`src/rtl/slle_pkg.sv`:
```
`timescale 1ns / 1ps
// shared types and constants for the static linked list engine
// no dependencies; used by every module of the block
package slle_pkg;

    localparam int NODES      = 64;
    localparam int CAP        = NODES - 2;
    localparam int IDX_W      = 6;
    localparam int LEN_W      = 6;
    localparam int DATA_WIDTH = 32;

    typedef enum logic [1:0] {
        OP_APPEND = 2'd0,
        OP_INSERT = 2'd1,
        OP_REMOVE = 2'd2,
        OP_READ   = 2'd3
    } op_t;

    typedef enum logic [1:0] {
        ST_OK      = 2'd0,
        ST_FULL    = 2'd1,
        ST_BAD_POS = 2'd2,
        ST_EMPTY   = 2'd3
    } status_t;

    typedef enum logic [0:0] {
        S_IDLE = 1'b0,
        S_WALK = 1'b1
    } state_t;

    typedef enum logic [2:0] {
        CM_HOLD   = 3'd0,
        CM_INSERT = 3'd1,
        CM_REMOVE = 3'd2,
        CM_LOAD   = 3'd3,
        CM_SHIFT  = 3'd4
    } cell_mode_t;

    typedef struct packed {
        op_t                           op;
        logic [IDX_W-1:0]              position;
        logic signed [DATA_WIDTH-1:0]  value;
    } request_t;

    typedef struct packed {
        status_t                       status;
        logic [LEN_W-1:0]              length;
        logic signed [DATA_WIDTH-1:0]  read_value;
    } result_t;

    // command broadcast to every cell of the row
    typedef struct packed {
        cell_mode_t                    mode;
        logic [IDX_W-1:0]              pos;
        logic [DATA_WIDTH-1:0]         value;
    } cell_cmd_t;

endpackage

```
`src/rtl/slle_cell.sv`:
```
`timescale 1ns / 1ps
// one list slot: element word plus a read-out register that shifts toward slot 0
// depends on slle_pkg
module slle_cell (
    input  logic                               clk,
    input  slle_pkg::cell_cmd_t                cmd,
    input  logic [slle_pkg::IDX_W-1:0]         index,
    input  logic [slle_pkg::DATA_WIDTH-1:0]    left_data,
    input  logic [slle_pkg::DATA_WIDTH-1:0]    right_data,
    input  logic [slle_pkg::DATA_WIDTH-1:0]    right_rd,
    output logic [slle_pkg::DATA_WIDTH-1:0]    data,
    output logic [slle_pkg::DATA_WIDTH-1:0]    rd
);

    logic [slle_pkg::DATA_WIDTH-1:0] data_reg;
    logic [slle_pkg::DATA_WIDTH-1:0] data_next;
    logic [slle_pkg::DATA_WIDTH-1:0] rd_reg;
    logic [slle_pkg::DATA_WIDTH-1:0] rd_next;

    always_comb
    begin
        data_next = data_reg;
        rd_next   = rd_reg;
        case (cmd.mode)
            slle_pkg::CM_INSERT:
            begin
                // slots past the insert point move one place up
                if (index > cmd.pos)
                begin
                    data_next = left_data;
                end
                else if (index == cmd.pos)
                begin
                    data_next = cmd.value;
                end
            end
            slle_pkg::CM_REMOVE:
            begin
                if (index >= cmd.pos)
                begin
                    data_next = right_data;
                end
            end
            slle_pkg::CM_LOAD:
            begin
                rd_next = data_reg;
            end
            slle_pkg::CM_SHIFT:
            begin
                rd_next = right_rd;
            end
            default:
            begin
                data_next = data_reg;
            end
        endcase
    end

    always_ff @(posedge clk)
    begin
        data_reg <= data_next;
        rd_reg   <= rd_next;
    end

    assign data = data_reg;
    assign rd   = rd_reg;

endmodule

```
`config.mk`:
```
export PLATFORM = sky130hd
export DESIGN_NAME = slle_cell
export DESIGN_NICKNAME = d
export VERILOG_FILES = /design/src/rtl/slle_pkg.sv /design/src/rtl/slle_cell.sv
export SDC_FILE = /design/constraint.sdc
export NUM_CORES = 1
export LEC_CHECK = 0
export BUFFER_PORTS_ARGS = -buffer_cell sky130_fd_sc_hd__buf_2
export CORE_MARGIN = 2
export CORE_UTILIZATION = 44
export CTS_BUF_LIST = sky130_fd_sc_hd__clkbuf_16
export CTS_CLUSTER_SIZE = 10
export DETAILED_ROUTE_END_ITERATION = 6
export GPL_TIMING_DRIVEN = 0
export PLACE_DENSITY = 0.84
export SYNTH_ARGS = -nofsm -noshare
export SYNTH_HDL_FRONTEND = slang
export SYNTH_SLANG_ARGS = --single-unit
```
`constraint.sdc`:
```
create_clock -name clk -period 4.2 [get_ports clk]
set_input_delay 0.21 -clock clk [delete_from_list [all_inputs] [get_ports clk]]
set_output_delay 0.21 -clock clk [all_outputs]
set_load 0.05 [all_outputs]
```
==> impl_metrics.py <==
metrics = {
    "sta": {
        "setup_viol": 0,
        "hold_viol": 0,
        "fin_crit_ns": 1.99,
        "drv_slew": 0,
        "skew_ns": 0.00893,
        "max_slew_margin_pct": 45.8,
        "rsz0062_at_grt": "no",
        "worst_pin_slew_ns": 0.810,
        "fmax_mhz": 501,
        "period_share_pct": 47.5,
        "setup_slack_ns": 2.21,
        "finalSetupTns_ns": 0,
    },
    "global_routing": {
        "grt_max_degree": 22,
        "antenna_found_initial": 0,
        "grt_usage_pct": 22.6,
        "overflow": 0,
        "grt_pass1_wl_mm": 14.7,
        "grt_pass1_vias": 3059,
    },
    "floorplan": {
        "die_area_um2": 8500,
        "std_cell_rows": 32,
        "fp.coreArea_um2": 7650,
        "die_x_um": 92.2,
        "start_util_pct": 44.7,
        "ios": 208,
        "die_h_um": 92.2,
    },
    "synth": {
        "syn_area_um2": 3420,
        "synth_top_flop_cell": "edfxtp_1",
        "yosys.area.top_type": "edfxtp_1",
        "synth_fa_ha_area_share_pct": 2.19,
        "syn_nets": 426,
        "synth-xor-area-share_pct": 0.256,
        "synth_compound_area_share_pct": 17.3,
        "syn_area_per_cell_um2": 12.4,
        "synth_seq_area_share_pct": 56.2,
        "synth_edf_count": 64,
        "yosys-top-cells-count": "66 x nor2_1, 64 x edfxtp_1, 34 x a21oi_1, 32 x mux2_2, 24 x o221a_2",
        "yosysMostFrequentCell": "nor2_1",
        "async_reset_ff_share_pct": 0,
        "synth_cell_types": 24,
        "synth.top_cell.area_share_pct": 56.2,
        "synth_seq_cells": 64,
        "synthSimpleGateAreaFrac_pct": 9.25,
        "synthMuxAreaShare_pct": 10.5,
        "yosys-top-cells-area": "edfxtp_1 56%, mux2_2 11%, o221a_2 7.9%",
        "syn_inst": 276,
        "synth_top_family_by_area": "compound AO/OA/AOI/OAI gates",
        "yosys_warnings": 0,
    },
    "setup_path": {
        "crit_path_top_delay_cell": "a211oi_4",
        "path_class": "in2reg",
        "cp_data_arrival_time_ns": 2.00,
        "path_cells": "buf_2, inv_1, ha_1, nor2b_1, nor2_1, a21o_1, a211oi_4, buf_8",
        "cpPeakStageDelay_ns": 0.72,
        "path_depth": 8,
        "crit_buf_inv": 3,
        "crit_path_start_kind": "primary input",
        "cp-end-kind": "flip-flop",
        "worst_ep_required_time_ns": 4.21,
        "cp_max_fo": 20,
        "reg2regPathDepth": 1,
        "crit_family": "compound AO/OA/AOI/OAI gates",
    },
    "pwr": {
        "vdd_ir_drop_max_uv": 194,
        "p_leak_uw": 0.00218,
        "cellPowerDensity_nw_per_um2": 395,
    },
    "hold_path": {
        "whs_path_depth": 2,
        "hold_path.class": "in2reg",
    },
    "cells_and_area": {
        "nNetsFinal": 646,
        "final_layout_size_suffix_gt1_share_pct": 59.4,
        "n_antenna_cell": 0,
        "multi_input_area_um2": 1380,
        "fin_util_pct": 64.4,
        "fillCellCount": 611,
        "stdcell_area_um2": 4930,
        "area.growth.synth_to_final_pct": 44.1,
        "ff_latch_area_um2": 1920,
    },
    "drt": {
        "post_drt_wl_per_cell_um": 16.0,
        "route.detailed.drc": 0,
        "vias_per_cell": 5.18,
        "num_vias": 3118,
        "drt_first_iter_violations": 190,
        "first_pass_iters": 4,
        "route.final.wire_length_mm": 9.63,
        "postRouteAntennaNets": 0,
    },
    "clocking": {
        "cts_buffer_depth": 2,
        "cts_tree": "yes",
        "cts.sinks": 64,
        "post_cts_buffers": 0,
        "path_clk_slew_ns": 0.05,
        "cts_buffers": 9,
        "post_cts_resized": 0,
        "insertion_delay_ns": 0.32,
        "root_buffer": "clkbuf_16",
        "htreeDepth": 3,
        "ctsHoldBuffers": 0,
    },
    "place": {
        "dp_hpwl_mm": 7.49,
        "post_dp_cell_area_um2": 4650,
        "place.gp.congestion": 0.886,
        "io_buffer_count": 207,
        "pre_cts_ws_ns": 1.88,
    },
    "outcome": {
        "outcome": "complete, no violations",
    },
    "flow_run": {
        "max_cap_violations": 0,
    },
}
-- final cells by class --
type / instances / share of cell area, %
clock buffers: 9 / 4.57
repair buffers: 209 / 21.9
plain buffers: 19 / 2.54
clock inverters: 6 / 1.07
multi-input cells: 187 / 27.9
flip-flops and latches: 64 / 39.0
inverters: 6 / 0.457
well taps: 102 / 2.59
-- placed cells by master (no fill, tap or decap) --
| master | n |
|---|---|
| inv_1 | 7 |
| clkbuf_1 | 6 |
| o221a_1 | 8 |
| a21oi_1 | 34 |
| o32a_4 | 1 |
| or3b_1 | 1 |
| nor2_1 | 66 |
| o21bai_4 | 1 |
| bufinv_16 | 1 |
| nor2b_1 | 1 |
| buf_8 | 1 |
| nand4_1 | 1 |
| nand2_1 | 3 |
| xnor2_1 | 1 |
| clkbuf_16 | 9 |
| buf_6 | 6 |
| o21bai_1 | 1 |
| clkinv_1 | 1 |
| mux2_2 | 32 |
| nor3b_2 | 2 |
| nand3_1 | 1 |
| o221a_2 | 24 |
| o21a_1 | 1 |
| nand2_2 | 1 |
| clkinv_2 | 3 |
| a21o_1 | 1 |
| ha_1 | 6 |
| edfxtp_1 | 64 |
| a211oi_4 | 1 |
| buf_2 | 214 |
| buf_16 | 1 |
-- path summary, 6_finish.rpt --
path / start / to / slack [ns]
worst max-delay path: cmd[33] / data[13] / 2.21
worst min-delay path: right_rd[24] / rd[24] / 0.20
worst max register to register: data[0] / rd[0] / 3.22
worst min register to register: data[14] / rd[14] / 0.57
-- logic make-up (layout without fill, tap and decap cells) --
| kind of cell | count (synthesis) | in the layout |
|---|---|---|
| AOI/OAI and AO/OA | 72 | 72 |
| xor gates and xnor gates | 1 | 1 |
| adders and majority gates | 6 | 6 |
| buffers and inverters | 25 | 249 |
| DFF | 64 | 64 |
| muxes | 32 | 32 |
| and+or+nand+nor | 76 | 76 |
-- stage by stage --
stage	cells	hold WS (ns)	power (µW)
5_1_grt	602	0.183	2020
2_1_floorplan	276	0.431	1110
3_5_place_dp	587	0.514	1270
4_1_cts	602	0.184	1960
6_report	602	0.196	1950
3_3_place_gp	585	0.511	1250
-- routing by layer --
| metal | track usage (%) | share of wire [%] | up-vias |
|---|---|---|---|
| li1 | - | - | 1500 |
| met1 | 27.2 | 41 | 1438 |
| met2 | 38.1 | 50 | 162 |
| met3 | 6.33 | 6.4 | 18 |
| met4 | 9.45 | 2.2 | 0 |
| met5 | 0 | 0 | - |
-- power breakdown --
part,internal [µW],switching [µW],total (µW)
registers,769,16.3,785
clock network,447,246,693
logic,185,285,470
total,1400,547,1950
Power figures use the tool's default switching activity.
