File: config.mk
export PLATFORM = sky130hd
export DESIGN_NAME = slle_ctrl
export DESIGN_NICKNAME = d
export VERILOG_FILES = /design/src/rtl/slle_pkg.sv /design/src/rtl/slle_ctrl.sv
export SDC_FILE = /design/constraint.sdc
export NUM_CORES = 1
export LEC_CHECK = 0
export CAP_MARGIN = 20
export CORE_ASPECT_RATIO = 1.4
export CORE_MARGIN = 5
export CORE_UTILIZATION = 35
export CTS_CLUSTER_DIAMETER = 40
export DETAILED_ROUTE_END_ITERATION = 10
export DONT_BUFFER_PORTS = 1
export MAX_ROUTING_LAYER = met4
export PLACE_DENSITY = 0.57
export SLEW_MARGIN = 20
export SYNTH_ARGS = -nofsm -noshare
export SYNTH_HDL_FRONTEND = slang
export SYNTH_SLANG_ARGS = --single-unit
export TNS_END_PERCENT = 5
File: constraint.sdc
create_clock -name clk -period 4.4 [get_ports clk]
set_input_delay 0.88 -clock clk [delete_from_list [all_inputs] [get_ports clk]]
set_output_delay 0.88 -clock clk [all_outputs]
set_load 0.01 [all_outputs]
File: src/rtl/slle_pkg.sv
`timescale 1ns / 1ps
// shared types and constants for the static linked list engine
// no dependencies; used by every module of the block
package slle_pkg;

    localparam int NODES      = 64;
    localparam int CAP        = NODES - 2;
    localparam int IDX_W      = 6;
    localparam int LEN_W      = 6;
    localparam int DATA_WIDTH = 32;

    typedef enum logic [1:0] {
        OP_APPEND = 2'd0,
        OP_INSERT = 2'd1,
        OP_REMOVE = 2'd2,
        OP_READ   = 2'd3
    } op_t;

    typedef enum logic [1:0] {
        ST_OK      = 2'd0,
        ST_FULL    = 2'd1,
        ST_BAD_POS = 2'd2,
        ST_EMPTY   = 2'd3
    } status_t;

    typedef enum logic [0:0] {
        S_IDLE = 1'b0,
        S_WALK = 1'b1
    } state_t;

    typedef enum logic [2:0] {
        CM_HOLD   = 3'd0,
        CM_INSERT = 3'd1,
        CM_REMOVE = 3'd2,
        CM_LOAD   = 3'd3,
        CM_SHIFT  = 3'd4
    } cell_mode_t;

    typedef struct packed {
        op_t                           op;
        logic [IDX_W-1:0]              position;
        logic signed [DATA_WIDTH-1:0]  value;
    } request_t;

    typedef struct packed {
        status_t                       status;
        logic [LEN_W-1:0]              length;
        logic signed [DATA_WIDTH-1:0]  read_value;
    } result_t;

    // command broadcast to every cell of the row
    typedef struct packed {
        cell_mode_t                    mode;
        logic [IDX_W-1:0]              pos;
        logic [DATA_WIDTH-1:0]         value;
    } cell_cmd_t;

endpackage

File: src/rtl/slle_ctrl.sv
`timescale 1ns / 1ps
// control: range checks, element count, read walk counter and result register
// depends on slle_pkg
module slle_ctrl (
    input  logic                              clk,
    input  logic                              rst_n,
    input  logic                              start,
    input  slle_pkg::request_t                request,
    input  logic [slle_pkg::DATA_WIDTH-1:0]   head_rd,
    output logic                              busy,
    output slle_pkg::cell_cmd_t               cell_cmd,
    output logic                              done,
    output slle_pkg::result_t                 result
);

    slle_pkg::state_t                 state_reg;
    slle_pkg::state_t                 state_next;
    logic [slle_pkg::LEN_W-1:0]       count_reg;
    logic [slle_pkg::LEN_W-1:0]       count_next;
    logic [slle_pkg::IDX_W-1:0]       walk_reg;
    logic [slle_pkg::IDX_W-1:0]       walk_next;
    logic                             done_reg;
    logic                             done_next;
    slle_pkg::result_t                result_reg;
    slle_pkg::result_t                result_next;

    logic                             accept;
    logic                             full;
    slle_pkg::status_t                dec_status;
    slle_pkg::cell_mode_t             dec_mode;
    logic [slle_pkg::IDX_W-1:0]       dec_pos;

    assign accept = start && (state_reg == slle_pkg::S_IDLE);
    assign full   = (count_reg == slle_pkg::LEN_W'(slle_pkg::CAP));

    // decode of the item on the request port
    always_comb
    begin
        dec_status = slle_pkg::ST_OK;
        dec_mode   = slle_pkg::CM_HOLD;
        dec_pos    = request.position;
        case (request.op)
            slle_pkg::OP_APPEND:
            begin
                dec_pos = count_reg;
                if (full)
                begin
                    dec_status = slle_pkg::ST_FULL;
                end
                else
                begin
                    dec_mode = slle_pkg::CM_INSERT;
                end
            end
            slle_pkg::OP_INSERT:
            begin
                if (request.position > count_reg)
                begin
                    dec_status = slle_pkg::ST_BAD_POS;
                end
                else if (full)
                begin
                    dec_status = slle_pkg::ST_FULL;
                end
                else
                begin
                    dec_mode = slle_pkg::CM_INSERT;
                end
            end
            slle_pkg::OP_REMOVE:
            begin
                // one-based position, slot index is one less
                dec_pos = request.position - slle_pkg::IDX_W'(1);
                if (count_reg == '0)
                begin
                    dec_status = slle_pkg::ST_EMPTY;
                end
                else if ((request.position == '0) || (request.position > count_reg))
                begin
                    dec_status = slle_pkg::ST_BAD_POS;
                end
                else
                begin
                    dec_mode = slle_pkg::CM_REMOVE;
                end
            end
            slle_pkg::OP_READ:
            begin
                if (count_reg == '0)
                begin
                    dec_status = slle_pkg::ST_EMPTY;
                end
                else if (request.position >= count_reg)
                begin
                    dec_status = slle_pkg::ST_BAD_POS;
                end
                else
                begin
                    dec_mode = slle_pkg::CM_LOAD;
                end
            end
            default:
            begin
                dec_status = slle_pkg::ST_OK;
            end
        endcase
    end

    // next state
    always_comb
    begin
        state_next = state_reg;
        case (state_reg)
            slle_pkg::S_IDLE:
            begin
                if (accept && (dec_mode == slle_pkg::CM_LOAD))
                begin
                    state_next = slle_pkg::S_WALK;
                end
            end
            slle_pkg::S_WALK:
            begin
                if (walk_reg == '0)
                begin
                    state_next = slle_pkg::S_IDLE;
                end
            end
            default:
            begin
                state_next = slle_pkg::S_IDLE;
            end
        endcase
    end

    // outputs and datapath updates
    always_comb
    begin
        busy           = 1'b0;
        cell_cmd.mode  = slle_pkg::CM_HOLD;
        cell_cmd.pos   = dec_pos;
        cell_cmd.value = request.value;
        count_next     = count_reg;
        walk_next      = walk_reg;
        done_next      = 1'b0;
        result_next    = result_reg;
        case (state_reg)
            slle_pkg::S_IDLE:
            begin
                if (accept)
                begin
                    cell_cmd.mode = dec_mode;
                    if (dec_mode == slle_pkg::CM_INSERT)
                    begin
                        count_next = count_reg + slle_pkg::LEN_W'(1);
                    end
                    else if (dec_mode == slle_pkg::CM_REMOVE)
                    begin
                        count_next = count_reg - slle_pkg::LEN_W'(1);
                    end
                    if (dec_mode == slle_pkg::CM_LOAD)
                    begin
                        walk_next = request.position;
                    end
                    else
                    begin
                        done_next              = 1'b1;
                        result_next.status     = dec_status;
                        result_next.length     = count_next;
                        result_next.read_value = '0;
                    end
                end
            end
            slle_pkg::S_WALK:
            begin
                busy = 1'b1;
                if (walk_reg == '0)
                begin
                    done_next              = 1'b1;
                    result_next.status     = slle_pkg::ST_OK;
                    result_next.length     = count_reg;
                    result_next.read_value = head_rd;
                end
                else
                begin
                    cell_cmd.mode = slle_pkg::CM_SHIFT;
                    walk_next     = walk_reg - slle_pkg::IDX_W'(1);
                end
            end
            default:
            begin
                busy = 1'b0;
            end
        endcase
    end

    always_ff @(posedge clk or negedge rst_n)
    begin
        if (!rst_n)
        begin
            state_reg <= slle_pkg::S_IDLE;
            count_reg <= '0;
            walk_reg  <= '0;
            done_reg  <= 1'b0;
        end
        else
        begin
            state_reg <= state_next;
            count_reg <= count_next;
            walk_reg  <= walk_next;
            done_reg  <= done_next;
        end
    end

    always_ff @(posedge clk)
    begin
        result_reg <= result_next;
    end

    assign done   = done_reg;
    assign result = result_reg;

    a_count_cap: assert property (@(posedge clk) disable iff (!rst_n)
        count_reg <= slle_pkg::LEN_W'(slle_pkg::CAP))
        else $error("element count above capacity");

    a_done_idle: assert property (@(posedge clk) disable iff (!rst_n)
        done_reg |-> (state_reg == slle_pkg::S_IDLE))
        else $error("result shown while a walk is still running");

    a_quick_done: assert property (@(posedge clk) disable iff (!rst_n)
        (accept && (request.op != slle_pkg::OP_READ)) |=> done_reg)
        else $error("non-read item did not finish in one cycle");

    a_fail_keeps_count: assert property (@(posedge clk) disable iff (!rst_n)
        (done_reg && (result_reg.status != slle_pkg::ST_OK)) |-> $stable(count_reg))
        else $error("failed item changed the element count");

    a_walk_idle: assert property (@(posedge clk) disable iff (!rst_n)
        (state_reg == slle_pkg::S_IDLE) |-> (walk_reg == '0))
        else $error("walk counter left nonzero");

endmodule

==> key figures <==
Timing
  • Slew margin rel.: approximately 61%
  • RSZ-0062 raised after global routing: no
  • Worst-margin pin slew: 0.580 ns
  • Count of endpoints failing setup in the final report: 0
  • Max Slew Vio Count: 0
  • Largest clock skew in the final design: about 0.0080 ns
  • Setup TNS: 0 ns
  • Max Clock Freq: just under 0.3 GHz
  • Worst hold slack: 0.274 ns
  • Ratio of final minimum period to clock period: about four fifths
  • Final hold violations: 0
  • Minimum clock period: around 3.5 ns

Route
  • Remaining DRCs: 0
  • First-pass iteration count of the detailed router: 4
  • Count of routing violations after the opening detailed-route iteration: 56
  • Number of vias in the routed layout: approximately 2.0k
  • Post-Route WL: between 7 and 8 mm
  • Antenna viol nets, final: 0
  • Post-detailed-route wirelength per cell: between 15 and 20 um
  • Avg Vias per Cell: around 5.3

Cells and area
  • Finished layout cell area: ~3200 um^2
  • Most frequent cells in the layout: edfxtp_1, and2_1, a21oi_1
  • Total of fill cells in the finished design: approximately 880
  • Synthesis-to-finish area growth: 0.950%
  • Area taken by flip-flops and latches: ~1600 um^2
  • Multi-input gate area: 1260 um^2
  • Most common cell after layout, fill and taps aside: edfxtp_1
  • Flip-flop count of the largest register, all copies and words added: 40
  • Fraction of layout cells with a size suffix above 1: 8.99%
  • Net count of the finished layout: between 300 and 400
  • Number of diodes added for antenna fixing: 0

Power
  • Portion of total power attributed to the clock network: 19.3%
  • Proportion of power drawn by flip-flops and latches: between 40% and 50%
  • Int Pwr: 1.44 mW
  • Power density cells: roughly 730 nW/um^2
  • Fraction of power consumed by combinational cells: 31.8%
  • Sw frac: around 38%
  • Net load switching power: about 900 uW
  • Maximum VDD drop: 0.278 mV
  • Cell leakage power: around 1.2 nW

Critical path
  • Ordered cell list for the critical path: inv_1, ha_1, nor2b_1, o21a_2, o221ai_2, nand2_1, a21oi_1
  • Arr. time, crit path: 2.59 ns
  • CP max stage cell: dfrtp_1
  • Critical Path End Type: primary output
  • Family of cells with the greatest summed delay on the critical path: compound AO/OA/AOI/OAI gates
  • Setup slack of the most critical reg-to-reg path: roughly 1.5 ns
  • Number of buffer and inverter instances along the worst setup path: 1
  • Start of the worst register-to-register path: count_reg[1]
  • Worst reg-to-reg path cell count: 8
  • Kind of launch point of the worst setup path: register
  • Critical Path Stages: 7
  • Data required time of the worst path: 3.52 ns
  • Critical register-to-register path endpoint: result[33]
  • Largest stage delay on the critical path: between 0.5 and 0.6 ns
  • Type of the worst setup path: reg2out
  • Critical Path Fanout Max: 10

Floorplanning
  • Std cell rows: 41
  • Die W: roughly 90 um
  • Io pins: 158
  • Overall die area: ~11000 um^2
  • Die Y-Extent: roughly 120 um
  • Effective utilization at floorplan: 35.4%
  • Placeable core area: ~9000 um^2

Yosys
  • Count of warnings emitted by yosys: 0
  • Synthesis-stage register bit count: 54
  • Synth unique cells: 45
  • Gate Count Post-Synth: 301
  • Net Count, Synth: between 300 and 400
  • Share of synthesized flip-flops with an asynchronous set or reset: between 20% and 30%
  • Ys flop type: edfxtp_1
  • Syn Std Cell Area: 3160 um^2
  • Avg Synthesized Cell Area: 10.5 um^2
  • Number of flops mapped to enable cells by yosys: 40
  • Proportion of synthesized chip area in sequential cells: between 40 and 50%

GRT
  • Remaining Overflow, GRT: 0
  • Total global-route track usage: ~14%
  • Antenna violations before repair: 0
  • Number of global-route vias before repair: between 2k and 2.5k
  • Maximum number of pins on one net before global-route repair: between 40 and 50
  • First-pass GRT wire length: between 10 and 15 mm

Clock network
  • Clock Latency Late Sink: 0.29 ns
  • Maximum buffer depth of the clock tree: 2
  • Number of setup buffers added after CTS: 0
  • Total number of H-tree levels: 2
  • Buffer cell driving the clock tree root: clkbuf_16
  • TritonCTS clock tree: done
  • Number of buffers inserted during clock tree synthesis: 5
  • Quantity of gates resized following cts: 0
  • CTS Sinks: between 50 and 60
  • Number of hold buffers added after CTS: 0
  • Clock transition at path regs: around 0.07 ns

Placed design
  • Placed inst area: approximately 3000 um^2
  • I/O Buffers: 0
  • Post-detailed-placement half-perimeter wirelength: 5.69 mm
  • Final RePlAce weighted congestion: between 0.8 and 0.9

Run status
  • Status: completed

Worst hold path
  • Worst hold path type: in2async

Run
  • Max cap viols: 0
Yosys cell counts (2+ instances only):
cell type | count | share of area [%]
edfxtp_1 | 40 | 38
buf_4 | 34 | 8.1
and2_1 | 33 | 6.5
a21oi_1 | 24 | 3.8
nand2_1 | 19 | 2.3
inv_1 | 15 | 1.8
dfrtp_1 | 14 | 11
ha_1 | 13 | 5.1
xnor2_1 | 12 | 3.3
o21ai_0 | 11 | 1.7
nor3_1 | 10 | 1.6
nand3_1 | 9 | 1.4
clkbuf_1 | 8 | 0.95
nor2_1 | 7 | 0.83
nand2b_1 | 5 | 0.99
nand4_1 | 4 | 0.79
o22ai_1 | 4 | 0.79
nor4_1 | 3 | 0.59
o221a_2 | 3 | 1.1
a21o_1 | 2 | 0.47
and3_1 | 2 | 0.40
and4_1 | 2 | 0.55
buf_2 | 2 | 0.32
nand3b_1 | 2 | 0.47
o21a_1 | 2 | 0.47
or4_1 | 2 | 0.47
kinds of logic (layout without fill, tap and decap cells):
kind of cell	after synthesis	count (layout)	share of synthesized area, %
XOR/XNOR	12	12	3.33
AND/OR/NAND/NOR	107	107	19.7
flip-flops	54	54	49.1
buffers and inverters	59	25	11.1
adder cells (fa/ha/maj)	13	13	5.15
AO/OA/AOI/OAI	54	54	11.0
multiplexers	2	2	0.673
layout make-up:
class / instances / area share (%)
flip-flops and latches: 54 / 48.6
multi-input cells: 188 / 39.6
well taps: 107 / 4.20
clock buffers: 5 / 3.92
inverters: 15 / 1.76
clock inverters: 3 / 1.37
repair buffers: 2 / 0.471
worst max path at each step:
stage / startpoint / end / slack [ns]
floorplan: request[37] / result[0] / 0.43
global placement: request[37] / cell_cmd[38] / 1.10
detailed placement: request[35] / cell_cmd[38] / 1.07
CTS: count_reg[1] / cell_cmd[38] / 0.94
global route: count_reg[1] / cell_cmd[38] / 0.77
finish: count_reg[1] / cell_cmd[38] / 0.93
power groups by stage:
stage          Sequential (mW)  Combinational [mW]  Clock [mW]
2_1_floorplan             1.06               0.662           0
4_1_cts                   1.15               0.754       0.461
3_5_place_dp              1.16               0.751           0
5_1_grt                   1.17               0.849       0.482
6_report                  1.14               0.741       0.449
3_3_place_gp              1.15               0.736           0
per-layer routing:
layer | wire [um] | share of wire (%) | vias to the layer above | global-route usage [%]
li1 | - | - | 958 | -
met2 | 3740 | 51 | 89 | 23.8
met4 | 413 | 5.6 | 0 | 9.50
met3 | 424 | 5.8 | 40 | 2.76
met1 | 2750 | 38 | 907 | 14.4
met5 | 0 | 0 | - | -
metrics by stage:
step                      std cells  setup WS (ns)  total power, mW  util [%]
final                           374          0.933             2.33      35.7
after global placement          366           1.10             1.89      33.9
after detailed placement        366           1.07             1.91      33.9
after global routing            374          0.771             2.50      35.7
after CTS                       374          0.936             2.36      35.7
after floorplan                 301          0.427             1.73         -
Power figures use the tool's default switching activity.
